**src/utf8dp_pkg.sv**
```systemverilog
package utf8dp_pkg;

    // Widths fixed by the item formats.
    localparam int unsigned CP_W      = 21;
    localparam int unsigned POS_OUT_W = 24;
    localparam int unsigned BYTE_W    = 8;
    localparam int unsigned S_TDATA_W = 8;
    localparam int unsigned M_TDATA_W = 72;

    // Default width of the internal row and column counters.
    localparam int unsigned POSITION_WIDTH_DEF = 24;

    // Item kinds carried on s_tuser.
    localparam logic KIND_DATA = 1'b0;
    localparam logic KIND_END  = 1'b1;

    // Lead and continuation byte patterns.
    localparam logic [BYTE_W-1:0] ASCII_MASK = 8'h80;
    localparam logic [BYTE_W-1:0] ASCII_PAT  = 8'h00;
    localparam logic [BYTE_W-1:0] CONT_MASK  = 8'hC0;
    localparam logic [BYTE_W-1:0] CONT_PAT   = 8'h80;
    localparam logic [BYTE_W-1:0] LEAD2_MASK = 8'hE0;
    localparam logic [BYTE_W-1:0] LEAD2_PAT  = 8'hC0;
    localparam logic [BYTE_W-1:0] LEAD3_MASK = 8'hF0;
    localparam logic [BYTE_W-1:0] LEAD3_PAT  = 8'hE0;
    localparam logic [BYTE_W-1:0] LEAD4_MASK = 8'hF8;
    localparam logic [BYTE_W-1:0] LEAD4_PAT  = 8'hF0;

    // Special code points.
    localparam logic [CP_W-1:0] CP_BOM = 21'h00FEFF;
    localparam logic [CP_W-1:0] CP_CR  = 21'h00000D;
    localparam logic [CP_W-1:0] CP_LF  = 21'h00000A;

    typedef logic [POS_OUT_W-1:0] pos_out_t;

    typedef struct packed {
        logic              kind;
        logic [BYTE_W-1:0] data_byte;
    } item_t;

    typedef struct packed {
        logic [CP_W-1:0] code_point;
        pos_out_t        row;
        pos_out_t        column;
        logic            ended;
    } result_t;

endpackage

```
**src/utf8dp_in_stage.sv**
```systemverilog
module utf8dp_in_stage (
    input  logic                 aclk,
    input  logic                 aresetn,
    input  logic                 s_valid,
    output logic                 s_ready,
    input  utf8dp_pkg::item_t    s_item,
    input  logic                 downstream_ready,
    output logic                 item_valid,
    output utf8dp_pkg::item_t    item
);

    logic               valid_reg;
    logic               valid_next;
    utf8dp_pkg::item_t  item_reg;

    // The held request leaves whenever the core can step, so a new one may
    // enter in the same cycle.
    assign s_ready = !valid_reg || downstream_ready;

    always_comb begin
        valid_next = valid_reg;
        if (s_valid && s_ready) begin
            valid_next = 1'b1;
        end else if (downstream_ready) begin
            valid_next = 1'b0;
        end
    end

    always_ff @(posedge aclk) begin
        if (!aresetn) begin
            valid_reg <= 1'b0;
        end else begin
            valid_reg <= valid_next;
        end
        if (s_valid && s_ready) begin
            item_reg <= s_item;
        end
    end

    assign item_valid = valid_reg;
    assign item       = item_reg;

endmodule

```
**src/utf8dp_core.sv**
```systemverilog
module utf8dp_core #(
    parameter int unsigned POSITION_WIDTH = utf8dp_pkg::POSITION_WIDTH_DEF
) (
    input  logic                  aclk,
    input  logic                  aresetn,
    input  logic                  step_en,
    input  utf8dp_pkg::item_t     item,
    output logic                  res_valid,
    output utf8dp_pkg::result_t   result
);

    localparam logic [POSITION_WIDTH-1:0] POS_ONE = {{(POSITION_WIDTH-1){1'b0}}, 1'b1};

    logic [1:0]                      bytes_left_reg, bytes_left_next;
    logic [utf8dp_pkg::CP_W-1:0]     partial_reg, partial_next;
    logic                            at_start_reg, at_start_next;
    logic                            ended_reg, ended_next;
    logic [POSITION_WIDTH-1:0]       row_reg, row_next;
    logic [POSITION_WIDTH-1:0]       column_reg, column_next;

    logic [utf8dp_pkg::BYTE_W-1:0]   b;
    logic                            do_end;
    logic                            do_char;
    logic [utf8dp_pkg::CP_W-1:0]     char_cp;
    logic [utf8dp_pkg::CP_W-1:0]     shifted_cp;

    assign b          = item.data_byte;
    assign shifted_cp = {partial_reg[utf8dp_pkg::CP_W-7:0], b[5:0]};

    always_comb begin
        bytes_left_next = bytes_left_reg;
        partial_next    = partial_reg;
        at_start_next   = at_start_reg;
        ended_next      = ended_reg;
        row_next        = row_reg;
        column_next     = column_reg;
        do_end          = 1'b0;
        do_char         = 1'b0;
        char_cp         = {{(utf8dp_pkg::CP_W-utf8dp_pkg::BYTE_W){1'b0}}, b};
        res_valid       = 1'b0;
        result          = '0;

        if (ended_reg) begin
            // Everything after the final result is dropped.
        end else if (item.kind == utf8dp_pkg::KIND_END) begin
            do_end = 1'b1;
        end else if (bytes_left_reg != 2'd0) begin
            if ((b & utf8dp_pkg::CONT_MASK) != utf8dp_pkg::CONT_PAT) begin
                do_end = 1'b1;
            end else begin
                partial_next    = shifted_cp;
                bytes_left_next = bytes_left_reg - 2'd1;
                if (bytes_left_reg == 2'd1) begin
                    do_char = 1'b1;
                    char_cp = shifted_cp;
                end
            end
        end else if ((b & utf8dp_pkg::ASCII_MASK) == utf8dp_pkg::ASCII_PAT) begin
            do_char = 1'b1;
        end else if ((b & utf8dp_pkg::LEAD2_MASK) == utf8dp_pkg::LEAD2_PAT) begin
            partial_next    = {16'd0, b[4:0]};
            bytes_left_next = 2'd1;
        end else if ((b & utf8dp_pkg::LEAD3_MASK) == utf8dp_pkg::LEAD3_PAT) begin
            partial_next    = {17'd0, b[3:0]};
            bytes_left_next = 2'd2;
        end else if ((b & utf8dp_pkg::LEAD4_MASK) == utf8dp_pkg::LEAD4_PAT) begin
            partial_next    = {18'd0, b[2:0]};
            bytes_left_next = 2'd3;
        end else begin
            do_end = 1'b1;
        end

        if (do_end) begin
            ended_next        = 1'b1;
            bytes_left_next   = 2'd0;
            partial_next      = '0;
            res_valid         = 1'b1;
            result.code_point = '0;
            result.row        = utf8dp_pkg::pos_out_t'(row_reg);
            result.column     = utf8dp_pkg::pos_out_t'(column_reg);
            result.ended      = 1'b1;
        end else if (do_char) begin
            at_start_next = 1'b0;
            // A byte-order mark as the first character is swallowed.
            if (!(at_start_reg && char_cp == utf8dp_pkg::CP_BOM)) begin
                if (char_cp == utf8dp_pkg::CP_CR || char_cp == utf8dp_pkg::CP_LF) begin
                    if (row_reg != '1) begin
                        row_next = row_reg + POS_ONE;
                    end
                    column_next = '0;
                end else if (column_reg != '1) begin
                    column_next = column_reg + POS_ONE;
                end
                res_valid         = 1'b1;
                result.code_point = char_cp;
                result.row        = utf8dp_pkg::pos_out_t'(row_next);
                result.column     = utf8dp_pkg::pos_out_t'(column_next);
                result.ended      = 1'b0;
            end
        end
    end

    always_ff @(posedge aclk) begin
        if (!aresetn) begin
            bytes_left_reg <= 2'd0;
            partial_reg    <= '0;
            at_start_reg   <= 1'b1;
            ended_reg      <= 1'b0;
            row_reg        <= '0;
            column_reg     <= '0;
        end else if (step_en) begin
            bytes_left_reg <= bytes_left_next;
            partial_reg    <= partial_next;
            at_start_reg   <= at_start_next;
            ended_reg      <= ended_next;
            row_reg        <= row_next;
            column_reg     <= column_next;
        end
    end

endmodule

```
**src/utf8dp_out_stage.sv**
```systemverilog
module utf8dp_out_stage (
    input  logic                  aclk,
    input  logic                  aresetn,
    input  logic                  load,
    input  logic                  res_valid,
    input  utf8dp_pkg::result_t   result,
    output logic                  can_load,
    output logic                  m_valid,
    input  logic                  m_ready,
    output utf8dp_pkg::result_t   m_result
);

    logic                 valid_reg;
    logic                 valid_next;
    utf8dp_pkg::result_t  result_reg;

    assign can_load = !valid_reg || m_ready;

    always_comb begin
        valid_next = valid_reg;
        if (load) begin
            valid_next = res_valid;
        end else if (m_ready) begin
            valid_next = 1'b0;
        end
    end

    always_ff @(posedge aclk) begin
        if (!aresetn) begin
            valid_reg <= 1'b0;
        end else begin
            valid_reg <= valid_next;
        end
        if (load && res_valid) begin
            result_reg <= result;
        end
    end

    assign m_valid  = valid_reg;
    assign m_result = result_reg;

endmodule

```
**src/utf8_decoder_with_position.sv**
```systemverilog
// UTF-8 decoder with row and column tracking. Bytes enter on the s_ stream
// (s_tuser low) and each finished code point leaves on the m_ stream with the
// row and column that follow it; CR and LF each start a new row, every other
// character moves one column, and both counters stop at their maximum. A
// byte-order mark as the very first character is dropped. An end-of-input
// request (s_tuser high), a bad lead byte or a bad continuation byte produces
// one final result with m_tlast high and code point 0, after which every
// request is taken and discarded until reset. The block takes one byte per
// clock cycle when the output is not stalled; the last byte of a character is
// captured in the input register, and its result is loaded into the result
// register when the core steps, and is presented from there. s_tready follows
// m_tready combinationally through the one-deep input register. POSITION_WIDTH
// sets the counter width; the output fields carry the low 24 bits of the
// counters.
module utf8_decoder_with_position #(
    parameter int unsigned POSITION_WIDTH = utf8dp_pkg::POSITION_WIDTH_DEF
) (
    input  logic                              aclk,
    input  logic                              aresetn,
    // Input stream.
    input  logic                              s_tvalid,
    output logic                              s_tready,
    input  logic [utf8dp_pkg::S_TDATA_W-1:0]  s_tdata,  // [7:0] data_byte
    input  logic                              s_tuser,  // [0] kind: 1 = end of input
    // Result stream.
    output logic                              m_tvalid,
    input  logic                              m_tready,
    // [20:0] code_point, [44:21] row, [68:45] column, [71:69] zero
    output logic [utf8dp_pkg::M_TDATA_W-1:0]  m_tdata,
    output logic                              m_tlast   // ended
);

    utf8dp_pkg::item_t    s_item;
    utf8dp_pkg::item_t    item;
    logic                 item_valid;
    logic                 can_load;
    logic                 step_en;
    logic                 res_valid;
    utf8dp_pkg::result_t  result;
    utf8dp_pkg::result_t  m_result;

    assign s_item.kind      = s_tuser;
    assign s_item.data_byte = s_tdata;

    // The core steps exactly when a request is held and the result register
    // is free or being emptied this cycle.
    assign step_en = item_valid && can_load;

    utf8dp_in_stage u_in_stage (
        .aclk             (aclk),
        .aresetn          (aresetn),
        .s_valid          (s_tvalid),
        .s_ready          (s_tready),
        .s_item           (s_item),
        .downstream_ready (can_load),
        .item_valid       (item_valid),
        .item             (item)
    );

    utf8dp_core #(
        .POSITION_WIDTH (POSITION_WIDTH)
    ) u_core (
        .aclk      (aclk),
        .aresetn   (aresetn),
        .step_en   (step_en),
        .item      (item),
        .res_valid (res_valid),
        .result    (result)
    );

    utf8dp_out_stage u_out_stage (
        .aclk      (aclk),
        .aresetn   (aresetn),
        .load      (step_en),
        .res_valid (res_valid),
        .result    (result),
        .can_load  (can_load),
        .m_valid   (m_tvalid),
        .m_ready   (m_tready),
        .m_result  (m_result)
    );

    assign m_tdata = {3'b000, m_result.column, m_result.row, m_result.code_point};
    assign m_tlast = m_result.ended;

endmodule

```
**config.mk**
```make
export PLATFORM = sky130hd
export DESIGN_NAME = utf8_decoder_with_position
export DESIGN_NICKNAME = d
export VERILOG_FILES = /design/src/utf8dp_pkg.sv /design/src/utf8dp_in_stage.sv /design/src/utf8dp_core.sv /design/src/utf8dp_out_stage.sv /design/src/utf8_decoder_with_position.sv
export SDC_FILE = /design/constraint.sdc
export NUM_CORES = 1
export LEC_CHECK = 0
export CAP_MARGIN = 20
export CORE_MARGIN = 5
export CORE_UTILIZATION = 60
export DETAILED_ROUTE_END_ITERATION = 16
export DONT_BUFFER_PORTS = 1
export PLACE_DENSITY = 0.8
export SETUP_SLACK_MARGIN = 0.02
export SYNTH_ARGS = -nofsm -noshare
export SYNTH_HDL_FRONTEND = slang
export SYNTH_SLANG_ARGS = --single-unit
```
**constraint.sdc**
```tcl
create_clock -name aclk -period 12.9 [get_ports aclk]
set_input_delay 2.58 -clock aclk [delete_from_list [all_inputs] [get_ports aclk]]
set_output_delay 2.58 -clock aclk [all_outputs]
set_load 0.01 [all_outputs]
```
# Word level (Yosys, flattened, before mapping)
# Cells that the tools add are included.
[totals] ff_bits=148 input_bits=13 output_inout_bits=75 wordCells=104
[op_classes] n_addsub=3 n_eq_ne=14 mux=51 n_bitwise=3 n_reduce_logical=19
[ops] op="$mux W49" count=3
[ops] op="$mux W15" count=9
[ops] op="$mux W21" count=5
[ops] op="$mux W24" count=4
[ops] op="$add A24 B1 Y24 const B" count=2
[ops] op="$ne A24 B24 Y1 const B" count=2
[ops] op="$eq A21 B4 Y1 const B" count=2
[ops] op="$eq A21 B16 Y1 const B" count=1
[ops] op="$mux W1" count=21
[ops] op="$mux W2" count=9
[ops] op="$logic_not A8 Y1" count=1
[ops] op="$reduce_and A6 Y1" count=1
[ops] op="$reduce_bool A2 Y1" count=3
[ops] op="$eq A5 B5 Y1 const B" count=1
[ops] op="$reduce_bool A5 Y1" count=1
[ops] op="$eq A4 B4 Y1 const B" count=1
[ops] op="$logic_and A1 B1 Y1" count=4
[ops] op="$ne A2 B2 Y1 const B" count=2
[ops] op="$reduce_and A4 Y1" count=1
[ops] op="$eq A3 B3 Y1 const B" count=1
[ops] op="$logic_or A1 B1 Y1" count=3
[ops] op="$ne A3 B1 Y1 const B" count=1
[ops] op="$ne A3 B2 Y1 const B" count=1
[ops] op="$not A1 Y1" count=3
[ops] op="7 further kinds" count=8

# Longest topological paths before layout
# Gate-level depths: netlist (run 1).
[depth] depth_word=12 mapped_depth=12 ltp_nobuf=8

# Cells and area by module
# Synthesis (run 1) repeated with hierarchy kept, for this count alone.
[unflattened] hier_cells=731 area_unflattened_um2=7339.5
[by_module_without_submodules] module="utf8dp_core" instances=1 cells_per_inst=637 area_per_inst_um2=4825.9 seq_area_each_um2=1341.3
[by_module_without_submodules] module="utf8dp_out_stage" instances=1 cells_per_inst=75 area_per_inst_um2=2153.3 seq_area_each_um2=2122.0
[by_module_without_submodules] module="utf8dp_in_stage" instances=1 cells_per_inst=14 area_per_inst_um2=327.8 seq_area_each_um2=290.3
[by_module_without_submodules] module="utf8_decoder_with_position" instances=1 cells_per_inst=5 area_per_inst_um2=32.5 seq_area_each_um2=0.0

# Least setup slack after synthesis (run 1)
# No wires, ideal clock.
[synth_timing] kind="input to register" startpoint="input m_tready" endpoint="register u_out_stage.result_reg, in the netlist u_out_stage.m_result[0], enable pin" setup_ps=595 t_arrival_ps=7739 required_ps=12305 slack_ps=4567 stages=3 n_path_buf=0 path_cell_list="nand2b_1 -> nand2_1 -> o21ai_0"
[synth_via] elab_chain_len=3
[synth_rtl] element="start, declared" line="utf8_decoder_with_position.sv:27" text="input logic m_tready,"
[synth_rtl] element="$logic_or A1 B1 Y1" line="utf8dp_out_stage.sv:17" text="assign can_load = !valid_reg || m_ready;"
[synth_rtl] element="$logic_and A1 B1 Y1" line="utf8_decoder_with_position.sv:47" text="assign step_en = item_valid && can_load;"
[synth_rtl] element="$logic_and A1 B1 Y1" line="utf8dp_out_stage.sv:34" text="if (load && res_valid) begin"
[synth_rtl] element="end signal, assigned" line="utf8dp_out_stage.sv:35" text="result_reg <= result;"
[synth_rtl] element="end, declared" line="utf8dp_out_stage.sv:15" text="utf8dp_pkg::result_t result_reg;"
# Every way passes these cells.
# A chain may end at the register's enable or synchronous reset.

# Worst setup path in the final report (run 1)
[layout_timing] startpoint="input m_tready" endpoint="output s_tready"
[layout_via] elab_chain_len=2
[layout_rtl] element="$logic_or A1 B1 Y1" line="utf8dp_out_stage.sv:17"
[layout_rtl] element="$logic_or A1 B1 Y1" line="utf8dp_in_stage.sv:18" text="assign s_ready = !valid_reg || downstream_ready;"
[layout_rtl] element="end, declared" line="utf8_decoder_with_position.sv:22" text="output logic s_tready,"
# Every way passes these cells.

==> results of run 1 <==
[tightest hold or removal path: cells and delay by family, from the launching register on]
| family | cells | cell delay (ps) |
|---|---|---|
| simple gates | 2 | 100 |
| flops | 1 | 320 |
[path summary, 6_finish.rpt]
kind,from,depth (start not counted),slack [ps],to
setup / recovery,m_tready,2,7450,s_tready
hold / removal,u_core.at_start_reg$_SDFFE_PN1P_,2,460,u_core.at_start_reg$_SDFFE_PN1P_
setup reg to reg,u_in_stage.item[7]$_DFFE_PP_,5,9270,u_out_stage.m_result[0]$_SDFFCE_PP1P_
hold reg to reg,u_core.at_start_reg$_SDFFE_PN1P_,2,460,u_core.at_start_reg$_SDFFE_PN1P_
[stage by stage]
step             util  cells
2_1_floorplan       -    776
3_3_place_gp   0.6096    876
3_5_place_dp   0.6096    876
4_1_cts        0.6639    908
5_1_grt        0.6645    909
6_report       0.6645    909
[routing by layer]
metal,GRT usage,up-vias,wire [um]
li1,-,2830,-
met1,0.3106,2900,7269
met3,0.05891,31,1122
met5,0,-,0
met2,0.3965,245,8392
met4,0.09234,0,328
[synth_stat cells, drive strengths merged, types with 5 or more instances]
cell type,number
nand4,17
edfxtp,79
a31oi,18
o21a,11
or3,5
or2,5
o21ai,48
and4,6
dfxtp,69
a21oi,51
a22oi,10
and2,15
buf,12
clkbuf,42
o311ai,9
inv,6
and3,23
nand3,40
o31ai,25
nor4,5
nor2,85
a21o,10
nand2,72
or4,7
xnor2,21
nor3,47
[power breakdown]
group	internal [mW]	leakage (nW)	switching, mW
registers	0.511	1.35	0.0140
logic	0.0125	0.915	0.0438
clock network	0.349	0.318	0.185
[cell type report]
cell class	instances	area [sq um]	share of cell area
clock buffers	23	499.2	0.06307
multi-input cells	568	3248	0.4104
inverters	6	22.52	0.002845
well taps	147	183.9	0.02324
clock inverters	9	147.6	0.01865
repair buffers	8	60.06	0.007588
flip-flops and latches	148	3754	0.4742
[cells by family after synthesis]
group	share of synthesized area
simple gates	0.2406
compound gates	0.1732
xor+xnor	0.02660
mux	0.001382
flops	0.5181
other cells	0.0005176
buf+inv	0.03610
fa+ha+maj	0.003454
==> results.py, run 1 <==
metrics = {
    "synth": {
        "ys_seq_area_frac": 0.5181,
        "synth_edf_count": 79,
        "yosysTopAreaCellShare": 0.3275,
        "synth_seq_cells": 148,
        "yosysUniqueCellTypes": 66,
        "yosys.area.top_type": "edfxtp_1",
        "syn_avg_cell_area_sq_um": 9.360,
        "async_flop_share": 0,
        "syn_area_sq_um": 7244,
        "syn_inst": 774,
        "ys.flop_type": "edfxtp_1",
        "synth-warning-count": 0,
        "synth_area_leaders": "edfxtp_1 (33%), dfxtp_1 (19%), nor2_1 (4.4%), nand2_1 (3.7%), a21oi_1 (3.5%)",
    },
    "final_layout": {
        "final_common_cell": "nor2_1",
        "drive_above_1_share": 0.07349,
        "final_cell_mix": "nor2_1 (85), edfxtp_1 (79), nand2_1 (71)",
        "final_cell_area_sq_um": 7915,
        "largest_reg_flops": 70,
        "n_antenna_cell": 0,
        "fillers": 933,
        "nets": 764,
        "syn2layout_area_growth_pct": 9.257,
    },
    "floorplanning": {
        "die_w_um": 119.9,
        "ios": 88,
        "die_area_sq_um": 14370,
        "fp-row-count": 40,
        "die_h_um": 119.9,
        "coreArea_sq_um": 11910,
        "start_util": 0.6082,
    },
    "timing": {
        "min_period_over_period": 0.4222,
        "finalHoldViolCount": 0,
        "clock_skew_ps": 8.430,
        "relSlewSlack": 0.2905,
        "slew_violations": 0,
        "fmax_mhz": 183.6,
        "hold_slack_ps": 463.4,
        "worst_slack_ps": 7453,
        "fin_setup_tns_ps": 0,
        "period_minus_slack_ps": 5447,
        "tightestPinTransition_ps": 1064,
        "rsz0062_at_grt": "false",
        "setup_viol_count_final": 0,
    },
    "worst_setup_path": {
        "startpoint_type": "input pin",
        "path_max_fanout": 2,
        "cp_top_family": "simple AND/OR/NAND/NOR gates",
        "crit_type": "input pin to output port",
        "cpMaxStageDelayCell": "nor2b_1",
        "slowest_delay_ps": 150,
        "cp.required_ps": 10320,
        "cp-end-kind": "output port",
        "arrival_ps": 2870,
        "crit_buf_inv": 0,
        "cp_cell_sequence": "nor2b_1 -> nand2_1",
    },
    "grt": {
        "grt-ovfl-total": 0,
        "antenna_found_initial": 0,
        "grt_start_max_net_pins": 68,
        "track_usage": 0.2417,
        "grt_pass1_wl_um": 27970,
        "grt_pass1_vias": 5653,
    },
    "placement": {
        "port_buffers": 0,
        "place_ws_ps": 7450,
        "place_area_sq_um": 7261,
        "place_congestion": 0.8556,
        "hpwl_um": 10820,
    },
    "worst_hold_path": {
        "hold_path_class": "flop to flop",
    },
    "cts": {
        "root_buffer": "clkbuf_16",
        "clk_path_buf_depth": 2,
        "ctsResizeCount": 0,
        "cts-hold-fix-buffers": 0,
        "clock-sinks": 148,
        "insertion_delay_ps": 420,
        "clk_pin_slew_worst_paths_ps": 60,
        "postCtsSetupRepairBufs": 0,
        "cts_tree": "built",
        "cts_max_level": 4,
        "cts_buffers": 17,
    },
    "run_status": {
        "status": "finished clean",
    },
    "flow_run": {
        "maxCapViolCount": 0,
    },
    "pwr": {
        "finalPower_mw": 1.116,
        "vdd_ir_drop_max_mv": 0.09754,
        "power-per-cell-area_nw_per_um2": 141.0,
        "p_leak_nw": 2.588,
    },
    "drt": {
        "avgRoutedWirePerCell_um": 18.83,
        "drcViolationCount": 0,
        "vias": 6006,
        "drtPass1Iterations": 5,
        "first_iter_violations": 528,
        "postRouteAntennaNets": 0,
        "via_per_inst": 6.607,
        "wl_um": 17110,
    },
}
Power figures use the tool's default switching activity.
==> run 2: changes to the inputs <==
- CORE_UTILIZATION: 60 -> 57
- PLACE_DENSITY: 0.8 -> 0.79
- clock period: 12.9 -> 4.8 ns (I/O delays scaled with it)
==> run 2 against run 1 <==
- register-to-register slack lost 8000 ps
- core utilization down 3.1 points
- cell count rose by 2.9%
- largest power group is now sequential cells
- wire length grew 3.3%
==> results.py, run 2 (synthesized netlist as in run 1, its figures left out) <==
metrics = {
    "drt": {
        "met1Wirelength_um": 7792,
        "drcViolationCount": 0,
        "wl_um": 17680,
        "drtPass1Iterations": 5,
        "vias": 6011,
        "avgRoutedWirePerCell_um": 18.91,
        "via_per_inst": 6.429,
        "top_layer_used": "met4",
        "first_iter_violations": 676,
        "postRouteAntennaNets": 0,
        "wl_met3_um": 959,
        "wl_met2_um": 8487,
    },
    "pwr": {
        "vdd_ir_drop_max_mv": 0.2546,
        "power-per-cell-area_nw_per_um2": 372.6,
        "p_leak_nw": 2.578,
    },
    "final_layout": {
        "final_cell_area_sq_um": 7934,
        "largest_reg_flops": 70,
        "n_antenna_cell": 0,
        "nets": 765,
        "final_common_cell": "nor2_1",
        "syn2layout_area_growth_pct": 9.516,
        "drive_above_1_share": 0.07077,
        "post_layout_nonfiller_instances": 935,
        "final_cell_mix": "nor2_1 (85), edfxtp_1 (79), nand2_1 (71)",
        "fillers": 1015,
    },
    "grt": {
        "grt-ovfl-total": 0,
        "antenna_found_initial": 0,
        "track_usage": 0.2431,
        "grt_pass1_wl_um": 28640,
        "grt_pass1_vias": 5672,
        "grt_start_max_net_pins": 47,
    },
    "floorplanning": {
        "die_w_um": 122.7,
        "die_h_um": 122.7,
        "die_area_sq_um": 15060,
        "fp-row-count": 41,
        "ios": 88,
        "start_util": 0.5788,
        "coreArea_sq_um": 12520,
    },
    "worst_hold_path": {
        "hold_path_class": "flop to flop",
    },
    "cts": {
        "insertion_delay_ps": 430,
        "clk_path_buf_depth": 2,
        "cts_tree": "built",
        "clk_pin_slew_worst_paths_ps": 50,
        "postCtsSetupRepairBufs": 0,
        "cts_buffers": 17,
        "cts_max_level": 4,
        "cts-hold-fix-buffers": 0,
        "clock-sinks": 148,
        "ctsResizeCount": 0,
        "root_buffer": "clkbuf_16",
    },
    "placement": {
        "dp_cells": 903,
        "place_ws_ps": 1411,
        "port_buffers": 0,
        "place_congestion": 0.8766,
        "place_area_sq_um": 7307,
        "hpwl_um": 11300,
    },
    "worst_setup_path": {
        "cpMaxStageDelayCell": "nor3_2",
        "cpMostUsedCell": "nor2_1",
        "cp_cell_sequence": "nor2b_1 -> nor2_1 -> a311oi_1 -> or2_1 -> buf_4 -> inv_2 -> nor3_2 -> a22oi_1 -> nor2_1",
        "crit_type": "flop to flop",
        "cp-end-kind": "flop",
        "path_max_fanout": 34,
        "cp_top_family": "simple AND/OR/NAND/NOR gates",
        "slowest_delay_ps": 580,
        "arrival_ps": 3880,
        "crit_buf_inv": 2,
        "startpoint_type": "flop",
        "cp.required_ps": 5150,
    },
    "timing": {
        "fmax_mhz": 283.5,
        "finalHoldViolCount": 0,
        "clock_skew_ps": 11.24,
        "hold_slack_ps": 463.6,
        "worst_slack_ps": 1273,
        "rsz0062_at_grt": "false",
        "tightestPinTransition_ps": 1053,
        "min_period_over_period": 0.7348,
        "fin_setup_tns_ps": 0,
        "relSlewSlack": 0.2955,
        "period_minus_slack_ps": 3527,
        "setup_viol_count_final": 0,
        "slew_violations": 0,
    },
    "flow_run": {
        "maxCapViolCount": 0,
    },
    "run_status": {
        "status": "finished clean",
    },
}
run 2: final timing paths:
kind	startpoint	endpoint	slack, ps	cells after the start
max	u_in_stage.item[7]$_DFFE_PP_	u_core.partial_reg[8]$_SDFFE_PN0P_	1270	9
min	u_core.at_start_reg$_SDFFE_PN1P_	u_core.at_start_reg$_SDFFE_PN1P_	460	2
max reg2reg	u_in_stage.item[7]$_DFFE_PP_	u_core.partial_reg[8]$_SDFFE_PN0P_	1270	9
min reg2reg	u_core.at_start_reg$_SDFFE_PN1P_	u_core.at_start_reg$_SDFFE_PN1P_	460	2
run 2: stage by stage:
stage	utilization	total power [mW]
floorplan	-	1.543
global placement	0.5838	1.582
detailed placement	0.5838	1.586
CTS	0.6338	2.971
global route	0.6338	3.052
finish	0.6338	2.956
run 2: layout make-up:
| cell class | count | area, sq um | share of cell area |
|---|---|---|---|
| clock buffers | 22 | 474.2 | 0.05977 |
| repair buffers | 9 | 67.56 | 0.008516 |
| inverters | 6 | 22.52 | 0.002839 |
| multi-input cells | 568 | 3248 | 0.4094 |
| well taps | 172 | 215.2 | 0.02713 |
| flip-flops and latches | 148 | 3754 | 0.4731 |
| clock inverters | 10 | 152.6 | 0.01924 |
run 2: power by group:
| part | internal (mW) | switching (mW) | total [mW] | leakage, nW |
|---|---|---|---|---|
| sequential | 1.37 | 0.0374 | 1.41 | 1.35 |
| combinational | 0.0339 | 0.118 | 0.152 | 0.921 |
| clock | 0.905 | 0.489 | 1.39 | 0.303 |
run 2: worst reg2reg max path: cells and delay by family (launching register included):
family	cells	cell delay (ps)
AND/OR/NAND/NOR	5	1550
buffers and inverters	2	690
flip-flops	1	560
AO/OA/AOI/OAI	2	670
run 2: per-layer routing:
metal	track usage	vias up
li1	-	2835
met2	0.3844	235
met3	0.06083	40
met5	0	-
met1	0.3160	2901
met4	0.1092	0
==> run 3: changes to the inputs <==
- clock period: 4.8 -> 3.01 ns (I/O delays scaled with it)
==> run 3 against run 2 <==
- first-iteration DRC count up 4.6%
- largest power group unchanged
- critical path depth down 2
- power up 57%
- clock-buffer cell count up 2
- clock skew down 4.6 ps
- core utilization up 0.86 points
==> results.py, run 3 (synthesized netlist as in run 1, its figures left out) <==
metrics = {
    "run_status": {
        "status": "finished clean",
    },
    "worst_setup_path": {
        "path_max_fanout": 11,
        "arrival_ps": 2950,
        "cp_cell_sequence": "nor4_1 -> nand2_1 -> o31a_1 -> or4_4 -> nor2_1 -> a21oi_1 -> a211o_1",
        "cp.required_ps": 3180,
        "slowest_delay_ps": 640,
        "cpMaxStageDelayCell": "or4_4",
        "rr_worst_depth": 7,
        "cp-end-kind": "flop",
        "crit_type": "flop to flop",
        "cp_top_family": "simple AND/OR/NAND/NOR gates",
        "crit_cells": 7,
        "startpoint_type": "flop",
        "crit_buf_inv": 0,
    },
    "cts": {
        "ctsResizeCount": 0,
        "insertion_delay_ps": 420,
        "cts_buffers": 17,
        "cts_tree": "built",
        "clock-sinks": 148,
        "cts-hold-fix-buffers": 0,
        "root_buffer": "clkbuf_16",
        "cts_max_level": 4,
        "postCtsSetupRepairBufs": 0,
        "clk_path_buf_depth": 2,
        "clk_pin_slew_worst_paths_ps": 60,
    },
    "final_layout": {
        "final_common_cell": "nor2_1",
        "final_cell_mix": "nor2_1 (84), edfxtp_1 (79), nand2_1 (71)",
        "syn2layout_area_growth_pct": 11.00,
        "n_antenna_cell": 0,
        "post_layout_nonfiller_instances": 950,
        "drive_above_1_share": 0.09383,
        "nets": 780,
        "largest_reg_flops": 70,
        "final_util": 0.6424,
    },
    "timing": {
        "fmax_mhz": 359.6,
        "clock_skew_ps": 6.645,
        "period_minus_slack_ps": 2781,
        "fin_setup_tns_ps": 0,
        "tightestPinTransition_ps": 761.7,
        "relSlewSlack": 0.4922,
        "worst_slack_ps": 229.3,
        "finalHoldViolCount": 0,
        "rsz0062_at_grt": "false",
        "setup_viol_count_final": 0,
        "min_period_over_period": 0.9238,
        "slew_violations": 0,
    },
    "grt": {
        "track_usage": 0.2423,
        "grt_pass1_vias": 5609,
        "antenna_found_initial": 0,
        "grt_start_max_net_pins": 38,
        "grt_pass1_wl_um": 28350,
        "grtUsageMet1": 0.3074,
        "use_met3": 0.06313,
        "top_usage_layer": "met2",
        "use_met2": 0.3936,
        "grt-ovfl-total": 0,
    },
    "worst_hold_path": {
        "hold_path_class": "input pin to flop",
        "whs_path_depth": 1,
    },
    "placement": {
        "place_congestion": 0.9167,
        "port_buffers": 0,
        "hpwl_um": 11730,
        "place_ws_ps": 254.3,
        "dp_cells": 918,
    },
    "pwr": {
        "netSwitchingPower_mw": 1.057,
        "vdd_ir_drop_max_mv": 0.3802,
        "p_clk_frac": 0.459,
        "p_leak_nw": 2.638,
        "power-per-cell-area_nw_per_um2": 576.7,
        "power_frac_comb": 0.056,
        "netSwitchingFraction": 0.2279,
        "seqPwrFrac": 0.485,
        "power.internal_mw": 3.581,
    },
    "floorplanning": {
        "start_util": 0.5788,
        "die_h_um": 122.7,
        "die_area_sq_um": 15060,
        "fp-row-count": 41,
        "die_w_um": 122.7,
        "coreArea_sq_um": 12520,
        "ios": 88,
    },
    "drt": {
        "vias": 6075,
        "avgRoutedWirePerCell_um": 18.89,
        "postRouteAntennaNets": 0,
        "drcViolationCount": 0,
        "wl_um": 17940,
        "drtPass1Iterations": 7,
        "first_iter_violations": 707,
        "via_per_inst": 6.395,
    },
    "flow_run": {
        "maxCapViolCount": 0,
    },
}
run 3: cell types whose count changed in the layout (fill, tap and decap cells not counted), sizes merged:
| cell | change |
|---|---|
| buf | +15 |
| clkinv | -3 |
| clkinvlp | +3 |
| bufinv | -2 |
| clkbuf | +2 |
run 3: worst paths after layout:
| path | startpoint | end | slack (ps) |
|---|---|---|---|
| setup / recovery | u_core.partial_reg[14]$_SDFFE_PN0P_ | u_out_stage.m_result[45]$_DFFE_PP_ | 230 |
| hold / removal | aresetn | u_core.at_start_reg$_SDFFE_PN1P_ | 240 |
| setup reg to reg | u_core.partial_reg[14]$_SDFFE_PN0P_ | u_out_stage.m_result[45]$_DFFE_PP_ | 230 |
| hold reg to reg | u_core.at_start_reg$_SDFFE_PN1P_ | u_core.at_start_reg$_SDFFE_PN1P_ | 460 |
run 3: through the flow:
stage	hold slack [ps]	power [mW]	instance area (sq um)
5_1_grt	233.5	4.783	8041
2_1_floorplan	422.8	2.470	7297
4_1_cts	219.9	4.665	8041
3_5_place_dp	458.2	2.549	7441
3_3_place_gp	459.6	2.544	7441
6_report	240.5	4.638	8041
run 3: layer usage:
| layer | share of wire | vias to the layer above |
|---|---|---|
| li1 | - | 2849 |
| met1 | 0.42 | 2920 |
| met2 | 0.49 | 268 |
| met3 | 0.067 | 38 |
| met4 | 0.019 | 0 |
| met5 | 0 | - |
run 3: worst reg2reg max path, stage by stage (launching register included):
cell	delay (ps)
dfxtp_1	330
nor4_1	470
nand2_1	170
o31a_1	380
or4_4	640
nor2_1	170
a21oi_1	90
a211o_1	280
run 3: area by class of cell:
class / instances / area (sq um)
Clock inverter: 8 / 98.84
Clock buffer: 24 / 501.7
Timing Repair Buffer: 24 / 192.7
Inverter: 6 / 22.52
Multi-Input combinational cell: 568 / 3257
Tap cell: 172 / 215.2
Fill cell: 1031 / 4476
Sequential cell: 148 / 3754
run 3: power by group through the flow:
stage,registers [mW],logic [mW],clock network [mW]
final,2.25,0.260,2.13
after global routing,2.25,0.284,2.25
after CTS,2.25,0.259,2.16
after detailed placement,2.29,0.258,0
after global placement,2.29,0.254,0
after floorplan,2.27,0.196,0
